**config.mk**
```make
export PLATFORM = sky130hd
export DESIGN_NAME = nge_cfg
export DESIGN_NICKNAME = d
export VERILOG_FILES = /design/src/rtl/core/nge_pkg.sv /design/src/rtl/core/nge_cfg.sv
export SDC_FILE = /design/constraint.sdc
export NUM_CORES = 1
export LEC_CHECK = 0
export BUFFER_PORTS_ARGS = -buffer_cell sky130_fd_sc_hd__buf_2
export CAP_MARGIN = 30
export CORE_MARGIN = 3
export CORE_UTILIZATION = 47
export DETAILED_ROUTE_END_ITERATION = 7
export PLACE_DENSITY = 0.85
export SYNTH_ARGS = -nofsm -noshare
export SYNTH_HDL_FRONTEND = slang
export SYNTH_SLANG_ARGS = --single-unit
```
**constraint.sdc**
```tcl
create_clock -name clk -period 2.9 [get_ports clk]
set_input_delay 0.58 -clock clk [delete_from_list [all_inputs] [get_ports clk]]
set_output_delay 0.58 -clock clk [all_outputs]
set_load 0.05 [all_outputs]
```
**src/rtl/core/nge_pkg.sv**
```systemverilog
// Package for the neighbor gradient edge filter core.
// Holds sizes, register codes, the configuration struct and shared helpers.
// Depends on nothing; every other core file except nge_ram imports it.
package nge_pkg;

    localparam int MAX_WIDTH     = 1024;
    localparam int MAX_BORDER    = 5;
    localparam int SAMPLE_BITS   = 16;
    localparam int MAX_INTENSITY = 5;
    localparam int RING_ROWS     = MAX_BORDER + 1;

    localparam int COL_BITS   = $clog2(MAX_WIDTH);
    localparam int FW_BITS    = $clog2(MAX_WIDTH + 1);
    localparam int ROW_BITS   = 16;
    localparam int RMOD_BITS  = $clog2(RING_ROWS);
    localparam int RING_DEPTH = RING_ROWS * MAX_WIDTH;
    localparam int RING_AW    = $clog2(RING_DEPTH);
    localparam int PIX_BITS   = 64;
    localparam int CH_BITS    = 16;
    localparam int SQ_W       = 38;
    localparam int SQRT_STEPS = SQ_W / 2;

    localparam logic [CH_BITS-1:0] SMAX_WIDE  = CH_BITS'((64'd1 << SAMPLE_BITS) - 64'd1);
    localparam logic [CH_BITS-1:0] SMAX_NARROW = CH_BITS'(255);

    typedef enum logic [2:0] {
        REG_FRAME_WIDTH  = 3'd0,
        REG_FRAME_HEIGHT = 3'd1,
        REG_EFFECT_MODE  = 3'd2,
        REG_INTENSITY    = 3'd3,
        REG_BORDER_WIDTH = 3'd4,
        REG_SIXTEEN_BIT  = 3'd5
    } reg_index_t;

    typedef enum logic {
        OP_PIXEL = 1'b0,
        OP_DRAIN = 1'b1
    } opcode_t;

    typedef struct packed {
        logic [FW_BITS-1:0]  frame_width;
        logic [ROW_BITS-1:0] frame_height;
        logic                effect_mode;
        logic [2:0]          intensity;
        logic [2:0]          border_width;
        logic                sixteen_bit;
    } cfg_t;

    function automatic logic [RING_AW-1:0] ring_addr(input logic [RMOD_BITS-1:0] rmod,
                                                     input logic [COL_BITS-1:0] col);
        ring_addr = RING_AW'(rmod) * RING_AW'(MAX_WIDTH) + RING_AW'(col);
    endfunction

    typedef struct packed {
        logic [SQ_W-1:0] rem;
        logic [SQ_W-1:0] root;
    } sqrt_state_t;

    function automatic sqrt_state_t sqrt_step(input sqrt_state_t s, input logic [SQ_W-1:0] bitv);
        sqrt_state_t o;
        logic [SQ_W-1:0] trial;
        trial = s.root + bitv;
        if (s.rem >= trial)
        begin
            o.rem  = s.rem - trial;
            o.root = (s.root >> 1) + bitv;
        end
        else
        begin
            o.rem  = s.rem;
            o.root = s.root >> 1;
        end
        sqrt_step = o;
    endfunction

endpackage

```
**src/rtl/core/nge_cfg.sv**
```systemverilog
// APB register bank of the edge filter: saturates writes, returns values on reads.
// Depends on nge_pkg.
module nge_cfg
    import nge_pkg::*;
(
    input  logic        clk,
    input  logic        rst_n,
    input  logic        psel,
    input  logic        penable,
    input  logic        pwrite,
    input  logic [4:0]  paddr,
    input  logic [31:0] pwdata,
    output logic [31:0] prdata,
    output logic        pready,
    output cfg_t        cfg
);

    cfg_t cfg_reg;
    cfg_t cfg_next;
    reg_index_t idx;
    logic wr;
    logic [10:0] fw_raw;
    logic [2:0]  in_raw;
    logic [2:0]  bw_raw;

    assign idx    = reg_index_t'(paddr[4:2]);
    assign wr     = psel && penable && pwrite;
    assign fw_raw = pwdata[10:0];
    assign in_raw = pwdata[2:0];
    assign bw_raw = pwdata[2:0];
    assign pready = 1'b1;

    always_comb
    begin
        cfg_next = cfg_reg;
        if (wr)
        begin
            unique case (idx)
                REG_FRAME_WIDTH:
                begin
                    if (fw_raw == 11'd0)
                        cfg_next.frame_width = FW_BITS'(1);
                    else if (32'(fw_raw) > 32'(MAX_WIDTH))
                        cfg_next.frame_width = FW_BITS'(MAX_WIDTH);
                    else
                        cfg_next.frame_width = FW_BITS'(fw_raw);
                end
                REG_FRAME_HEIGHT:
                begin
                    if (pwdata[15:0] == 16'd0)
                        cfg_next.frame_height = ROW_BITS'(1);
                    else
                        cfg_next.frame_height = pwdata[15:0];
                end
                REG_EFFECT_MODE:
                    cfg_next.effect_mode = pwdata[0];
                REG_INTENSITY:
                begin
                    if (32'(in_raw) > 32'(MAX_INTENSITY))
                        cfg_next.intensity = 3'(MAX_INTENSITY);
                    else
                        cfg_next.intensity = in_raw;
                end
                REG_BORDER_WIDTH:
                begin
                    if (bw_raw == 3'd0)
                        cfg_next.border_width = 3'd1;
                    else if (32'(bw_raw) > 32'(MAX_BORDER))
                        cfg_next.border_width = 3'(MAX_BORDER);
                    else
                        cfg_next.border_width = bw_raw;
                end
                REG_SIXTEEN_BIT:
                    cfg_next.sixteen_bit = pwdata[0];
                default:
                    cfg_next = cfg_reg;
            endcase
        end
    end

    always_ff @(posedge clk or negedge rst_n)
    begin
        if (!rst_n)
        begin
            cfg_reg.frame_width  <= FW_BITS'(MAX_WIDTH);
            cfg_reg.frame_height <= ROW_BITS'(1);
            cfg_reg.effect_mode  <= 1'b0;
            cfg_reg.intensity    <= 3'd3;
            cfg_reg.border_width <= (MAX_BORDER < 2) ? 3'(MAX_BORDER) : 3'd2;
            cfg_reg.sixteen_bit  <= 1'b0;
        end
        else
        begin
            cfg_reg <= cfg_next;
        end
    end

    always_comb
    begin
        prdata = 32'd0;
        unique case (idx)
            REG_FRAME_WIDTH:  prdata = 32'(cfg_reg.frame_width);
            REG_FRAME_HEIGHT: prdata = 32'(cfg_reg.frame_height);
            REG_EFFECT_MODE:  prdata = 32'(cfg_reg.effect_mode);
            REG_INTENSITY:    prdata = 32'(cfg_reg.intensity);
            REG_BORDER_WIDTH: prdata = 32'(cfg_reg.border_width);
            REG_SIXTEEN_BIT:  prdata = 32'(cfg_reg.sixteen_bit);
            default:          prdata = 32'd0;
        endcase
    end

    assign cfg = cfg_reg;

endmodule

```
=== Yosys cells after proc, flatten, opt, wreduce, memory -nomap -nowiden ===
Index checks and enable logic that the tools add are counted.

* Register bits: 35
* Bits in latches: 0
* RAM bits: 0
* ROM bits: 0
* Input port bits: 42
* Output and inout bits: 68
* Word-level logic and storage cells: 31
* Memories kept: 0

* $add $sub $neg: 0
* Multiply operators: 0
* Divide/modulo/power cells: 0
* Order comparisons: 2
* Equality and inequality tests: 5
* Shift-type cells: 0
* Multiplexer cells: 6
* Bitwise logic cells: 0
* Reduce and logical (&&, ||, !) cells: 12

{| class="wikitable"
|+ Operators by type and width
! operator !! number
|-
| 16-bit case mux with 6 select lines || 1
|-
| 11-bit 2-to-1 mux || 2
|-
| 16-bit logical NOT || 1
|-
| 16-bit 2-to-1 mux || 1
|-
| 2-bit AND reduction || 6
|-
| 11-bit greater-than comparator, second input constant || 1
|-
| 11-bit logical NOT || 1
|-
| 3-bit by 2-bit equality test with 1-bit output, second input constant || 2
|-
| 3-bit equality test, second input constant || 2
|-
| 3-bit logical NOT || 2
|-
| 3-bit 2-to-1 mux || 2
|-
| 3-bit by 1-bit equality test with 1-bit output, second input constant || 1
|-
| 3-bit greater-than comparator, second input constant || 1
|-
| 1-bit logical AND || 2
|}

=== Longest topological paths before layout ===
Gate-level depths: netlist of run 1.

* Depth after elaboration: 3
* Gate-level depth with buffers: 6
* Gate-level depth less buffers: 4

=== Least setup slack after synthesis of run 1 ===
No wires, ideal clock.

* Path type: input to output
* Start: in paddr[4]
* End: out prdata[2]
* Arrival time: 2.099 ns
* Data required time: 2.320 ns
* Path slack: 0.221 ns
* Stages on the path: 5
* Buffers on the path: 1
* Cells stage by stage: buf_4 > inv_2 > nor2_1 > a21oi_1 > o21ai_0

* Word-level cells in the longest chain between the ends: 2
* Elaborated cells between the ends (all ways): 7
* Classes of those cells: 5 x eq/ne; 1 x mux; 1 x reduce/logical

{| class="wikitable"
|+ Ends and longest elaborated chain
! element !! RTL line !! text
|-
| from (decl) || nge_cfg.sv:11 || <nowiki>input logic [4:0] paddr,</nowiki>
|-
| 3-bit equality test (tied with other cells) || nge_cfg.sv:101 || <nowiki>unique case (idx)</nowiki>
|-
| 16-bit case mux with 6 select lines * || nge_cfg.sv:101 ||
|-
| to (decl) || nge_cfg.sv:13 || <nowiki>output logic [31:0] prdata,</nowiki>
|}

Every way passes the cells marked *; elsewhere a longest branch is shown, timed or not.

=== Worst setup path in the final report of run 1 ===
* Start: in paddr[2]
* End: out prdata[0]

The elaborated chain is that of the path after synthesis.

==> impl_results.md, run 1 <==
- CP Capture Type: output port
- Pwr Density: 736 nW/um^2
- PortBufs: 74
- P_int: 0.962 mW
- Layout filler cell count: 334
- Non-Filler Instances: 304
- Core Region: 3800 um^2
- GPL Wtd Cong: 0.746
- Max IR drop VDD: 442 uV
- Worst Hold Class: input pin to asynchronous set/reset pin
- Post-CTS setup buffer count: 0
- Mean Syn Cell Area: 10.5 um^2
- Vias in the first global route: 1494
- Initial antenna violation count: 0
- Min cycle time layout: 2.28 ns
- Effective utilization at floorplan: 50.6%
- Routed Antenna Nets: 0
- Tot GR Track Use: 18.2%
- Max reg flops: 35
- Startpoint class of the critical path: input pin
- Diode count: 0
- Synthesis-to-finish area growth: 21.4%
- Die height: 69.9 um
- Die X: 69.9 um
- First-pass GRT wire length: 7140 um
- EDFF count, synth: 0
- Clock power share: 22.1%
- Vias/cell: 5.13
- Total Wirelength: 4410 um
- Flop pwr share: 37.5%
- Largest net degree at the start of global routing: 36
- Per-cell routed wire length: 14.5 um
- Count of cell types in the netlist: 31
- Data required, critical path: 2.32 ns
- Final period util: 78.5%
- Synth warnings: 0
- First-pass DRT Iterations: 4
- Post-synthesis register bit count: 35
- Final Slew Violations: 0
- Async S/R FF share, synth: 100%
- GRT overflow: 0
- Clk pin slew, worst setup/hold paths: 0.07 ns
- Num CTS Buffers: 5
- Post_cts resized: 0
- F_max: 439 MHz
- Row count: 22
- Vias: 1560
- Psw: 0.755 mW
- Share of cells above drive strength 1: 46.1%
- Worst skew pair latency: 0.27 ns
- MaxCap Viol Count: 0
- Setup TNS: 0 ns
- Clock tree buffer depth: 2
- Initial DRC Count: 76
- Worst slew pin tran: 0.775 ns
- Post-synth top flop: dfrtp_1
- Top cells by area, synth: dfrtp_1, mux2_2, buf_4, dfstp_2, mux2i_1
- Top cell type by total area after synthesis: dfrtp_1
- Pwr Total: 1.72 mW
- CP max FO: 10
- Dpl hpwl: 3250 um
- Max H-tree Level: 2
- Syn Inst Count: 183
- Worst Setup Path Type: input pin to output port
- Top-count cell post-synth: dfrtp_1
- Net Sw Frac: 44.0%
- Die area: 4890 um^2
- CP arrival: 1.70 ns
- DP Cell Count: 296
- I/O pins: 110
- Register area share after synthesis: 45.9%
- Clk sinks: 35
- Root buf cell: clkbuf_8
- CTS tree: built
- Unrepaired setup endpoints after global routing: no
- Leakage power total: 1.24 nW
- Rel. slew slack: 48.4%
- Post-CTS Hold Buffers: 0
- Share of the synthesized area in the top cell type: 39.1%
- Skew final: 0 ns
- Status: finished, final reports clean
- DRC: 0
- Combinational Power Share: 40.4%
- Post-Syn Area: 1920 um^2
- Hold Vio Cnt, Final: 0
- # nets final: 297
- Synth cell count leaders: dfrtp_1, mux2_2, buf_4, nor2_1, nand2_1
- Setup violations, final: 0
==> critical path, stage by stage <==
cell and delay [ns]:
buf_2 0.22, nor2b_1 0.39, nand3_1 0.13, o221ai_1 0.08
buf_2 0.29
==> cell usage in the layout (no fill, tap or decap), drive strengths merged, types with 2 or more instances in the layout <==
master  instances
a21oi           5
a31oi           2
and3            5
buf            76
clkbuf          8
conb           17
dfrtp          30
dfstp           5
mux2           22
mux2i          12
nand2          15
nand2b         10
nand3           2
nor2           18
nor2b           2
nor3            4
nor4            2
o21ai          12
or4             4
==> cells by family after synthesis <==
family          after synthesis  synth area share, %
compound gates               21                 6.18
xor+xnor                      1                0.456
buf+inv                      27                 10.2
flops                        35                 45.9
mux                          34                 19.1
other cells                   2                0.391
simple gates                 63                 17.8
==> power groups by stage <==
stage	Combinational, mW	Clock [mW]	Sequential [mW]
CTS	0.699	0.390	0.644
global route	0.728	0.414	0.657
detailed placement	0.699	0	0.652
floorplan	0.252	0	0.950
finish	0.694	0.380	0.644
global placement	0.688	0	0.647
==> cell type report <==
type,instances,area (um^2),area share [%]
multi-input combinational,136,901,38.6
sequential,35,882,37.8
timing repair buffer,76,385,16.5
clock buffer,8,100,4.29
tap,48,60.1,2.58
inverter,1,3.75,0.161
==> per-layer routing <==
layer	global-route usage, %	vias up	part of all wire, %
met5	0	-	0
li1	-	734	-
met4	5.11	0	0.61
met2	31.1	54	51
met3	4.75	2	5.9
met1	22.5	770	43
==> worst paths after layout <==
| path | cells past startpoint | slack [ns] | from | to |
|---|---|---|---|---|
| min reg2reg | 2 | 0.51 | cfg[8]$_DFFE_PN1P_ | cfg[8]$_DFFE_PN1P_ |
| max reg2reg | 2 | 2.10 | cfg[4]$_DFFE_PN1P_ | cfg[4]$_DFFE_PN1P_ |
| max in group asynchronous | 1 | 2.03 | rst_n | cfg[23]$_DFFE_PN0P_ |
| max | 5 | 0.62 | paddr[2] | prdata[0] |
| min | 1 | 0.38 | rst_n | cfg[6]$_DFFE_PN0P_ |
| min in group clk | 2 | 0.51 | cfg[8]$_DFFE_PN1P_ | cfg[8]$_DFFE_PN1P_ |
==> stage by stage <==
| step | hold WS [ns] | cell area, um^2 | setup WS, ns | utilization [%] |
|---|---|---|---|---|
| 6_report | 0.379 | 2330 | 0.623 | 61.4 |
| 2_1_floorplan | 0.284 | 1980 | 0.221 | - |
| 4_1_cts | 0.403 | 2330 | 0.627 | 61.4 |
| 3_3_place_gp | 0.493 | 2230 | 0.587 | 58.8 |
| 5_1_grt | 0.419 | 2330 | 0.500 | 61.4 |
| 3_5_place_dp | 0.496 | 2230 | 0.551 | 58.8 |
Note: power is estimated with default switching activity, not from simulation.
==> run 2, diff against run 1 <==
--- a/config.mk
+++ b/config.mk
@@ -8,9 +8,9 @@
 export BUFFER_PORTS_ARGS = -buffer_cell sky130_fd_sc_hd__buf_2
 export CAP_MARGIN = 30
 export CORE_MARGIN = 3
-export CORE_UTILIZATION = 47
+export CORE_UTILIZATION = 40
 export DETAILED_ROUTE_END_ITERATION = 7
-export PLACE_DENSITY = 0.85
+export PLACE_DENSITY = 0.77
 export SYNTH_ARGS = -nofsm -noshare
 export SYNTH_HDL_FRONTEND = slang
 export SYNTH_SLANG_ARGS = --single-unit
==> constraint.sdc (replaced) <==
create_clock -name clk -period 2 [get_ports clk]
set_input_delay 0.4 -clock clk [delete_from_list [all_inputs] [get_ports clk]]
set_output_delay 0.4 -clock clk [all_outputs]
set_load 0.05 [all_outputs]
==> impl_results.md, run 2 (synthesis gave the netlist of run 1 again) <==
- CP arrival: 1.44 ns (-0.26 ns)
- Clk sinks: 35 (unchanged)
- Final worst setup slack: 0.161 ns (-0.461 ns)
- Setup TNS: 0 ns (unchanged)
- GRT overflow: 0 (unchanged)
- Reg-to-Reg End: cfg[4]$_DFFE_PN1P_
- Worst path max stage delay: 0.41 ns (+0.02 ns)
- Min cycle time layout: 1.84 ns
- Data required, critical path: 1.60 ns (-0.72 ns)
- RR Startpoint: cfg[4]$_DFFE_PN1P_
- Max reg flops: 35 (unchanged)
- MaxCap Viol Count: 0 (unchanged)
- Num CTS Buffers: 5 (unchanged)
- Die X: 75.3 um (+7.7%)
- Share of cells above drive strength 1: 47.7% (+1.6 points)
- Vias/cell: 5.01 (-2.3%)
- DRC: 0 (unchanged)
- Row count: 24 (+9.1%)
- I/O pins: 110 (unchanged)
- CTS tree: built
- Diode count: 0 (unchanged)
- Initial DRC Count: 64 (-16%)
- Dpl hpwl: 3380 um (+4.1%)
- Total Wirelength: 4510 um (+2.2%)
- Reg2Reg Depth: 2 (unchanged)
- CP delay by family, top: flip-flops
- Die height: 75.3 um (+7.7%)
- Worst slew pin tran: 0.780 ns (+0.00505 ns)
- Vias: 1564 (+0.26%)
- Slowest cell on crit path: dfrtp_1
- Place WS: 0.0983 ns (-0.453 ns)
- Hold slack final: 0.191 ns (-0.188 ns)
- CP Capture Type: output port
- Vias in the first global route: 1456 (-2.5%)
- Final Slew Violations: 0 (unchanged)
- Setup violations, final: 0 (unchanged)
- Max H-tree Level: 2 (unchanged)
- Synthesis-to-finish area growth: 24.3%
- R2R Setup Slk: 1.20 ns (-0.90 ns)
- Layout filler cell count: 409 (+22%)
- Die area: 5670 um^2 (+16%)
- Effective utilization at floorplan: 42.7% (-7.9 points)
- # nets final: 301 (+1.3%)
- Worst skew pair latency: 0.28 ns (about the same)
- Core Region: 4500 um^2 (+19%)
- Hold Vio Cnt, Final: 0 (unchanged)
- Final period util: 91.9%
- First-pass DRT Iterations: 4 (unchanged)
- Largest net degree at the start of global routing: 36 (unchanged)
- Clk pin slew, worst setup/hold paths: 0.07 ns (about the same)
- Pwr Density: 1050 nW/um^2 (+43%)
- Routed Antenna Nets: 0 (unchanged)
- CP max FO: 3 (-7)
- Skew final: 0 ns (unchanged)
- PortBufs: 74 (unchanged)
- Most frequent cells in the layout: buf_2, dfrtp_1, mux2_2
- First-pass GRT wire length: 7150 um (about the same)
- Commonest non-fill, non-tap cell in the layout: buf_2
- Rel. slew slack: 48.0% (-0.34 points)
- Leakage power total: 1.27 nW (+1.9%)
- Worst Setup Path Type: flip-flop to output port
- Critical path cell sequence: mux2i_1, nor2_1, a31oi_1, o221ai_2, buf_2
- CP Buf/Inv Count: 1 (-1)
- Startpoint class of the critical path: flip-flop
- Unrepaired setup endpoints after global routing: no
- Max IR drop VDD: 549 uV (+24%)
- F_max: 544 MHz
- Worst Hold Class: input pin to asynchronous set/reset pin
- Tot GR Track Use: 16.8% (-1.4 points)
- Clock tree buffer depth: 2 (unchanged)
- Initial antenna violation count: 0 (unchanged)
- Status: finished, final reports clean
- Root buf cell: clkbuf_8
- GPL Wtd Cong: 0.808 (+8.4%)
- Per-cell routed wire length: 14.5 um (-0.44%)
## run 2: where the power goes
| group | switching [mW] | internal (mW) | leakage, nW |
|---|---|---|---|
| Combinational | 0.776 | 0.243 | 0.773 |
| Clock | 0.245 | 0.314 | 0.0515 |
| Sequential | 0.0915 | 0.845 | 0.442 |
| Total | 1.11 | 1.40 | 1.27 |
## run 2: worst max path at each step
stage / slack (ns) / cells past startpoint / from / endpoint
2_1_floorplan: -0.08 / 4 / paddr[3] / prdata[10]
3_3_place_gp: 0.14 / 5 / paddr[2] / prdata[0]
3_5_place_dp: 0.1 / 5 / paddr[2] / prdata[0]
4_1_cts: 0.1 / 5 / paddr[2] / prdata[0]
5_1_grt: 0.03 / 5 / cfg[1]$_DFFE_PN0P_ / prdata[0]
6_report: 0.16 / 5 / cfg[1]$_DFFE_PN0P_ / prdata[0]
## run 2: area by class of cell
class                   count  area, um^2  area share [%]
clock buffers               8         100            4.19
well taps                  52        65.1            2.72
flip-flops and latches     35         882            36.9
multi-input cells         136         910            38.1
repair buffers             80         428            17.9
inverters                   1        3.75           0.157
## run 2: per-layer routing
layer	vias to the layer above	track usage, %	part of all wire, %
met5	-	0	0
met4	0	4.66	1.1
met3	7	5.28	8.6
met2	70	25.4	45
met1	745	23.4	45
li1	742	-	-
## run 2: through the flow
stage	power (mW)	util [%]	instances	area [um^2]
2_1_floorplan	1.75	-	198	1980
3_3_place_gp	1.96	50.7	304	2290
3_5_place_dp	1.97	50.7	304	2290
4_1_cts	2.54	53.0	312	2390
5_1_grt	2.64	53.0	312	2390
6_report	2.52	53.0	312	2390
## run 2: timing repair
| action | 4_1_cts | 5_1_grt |
|---|---|---|
| endpoints found under the setup margin | 0 | 1 |
| buffers inserted | 0 | 0 |
| resized for setup | 0 | 1 |
| hold buffers | 0 | 0 |
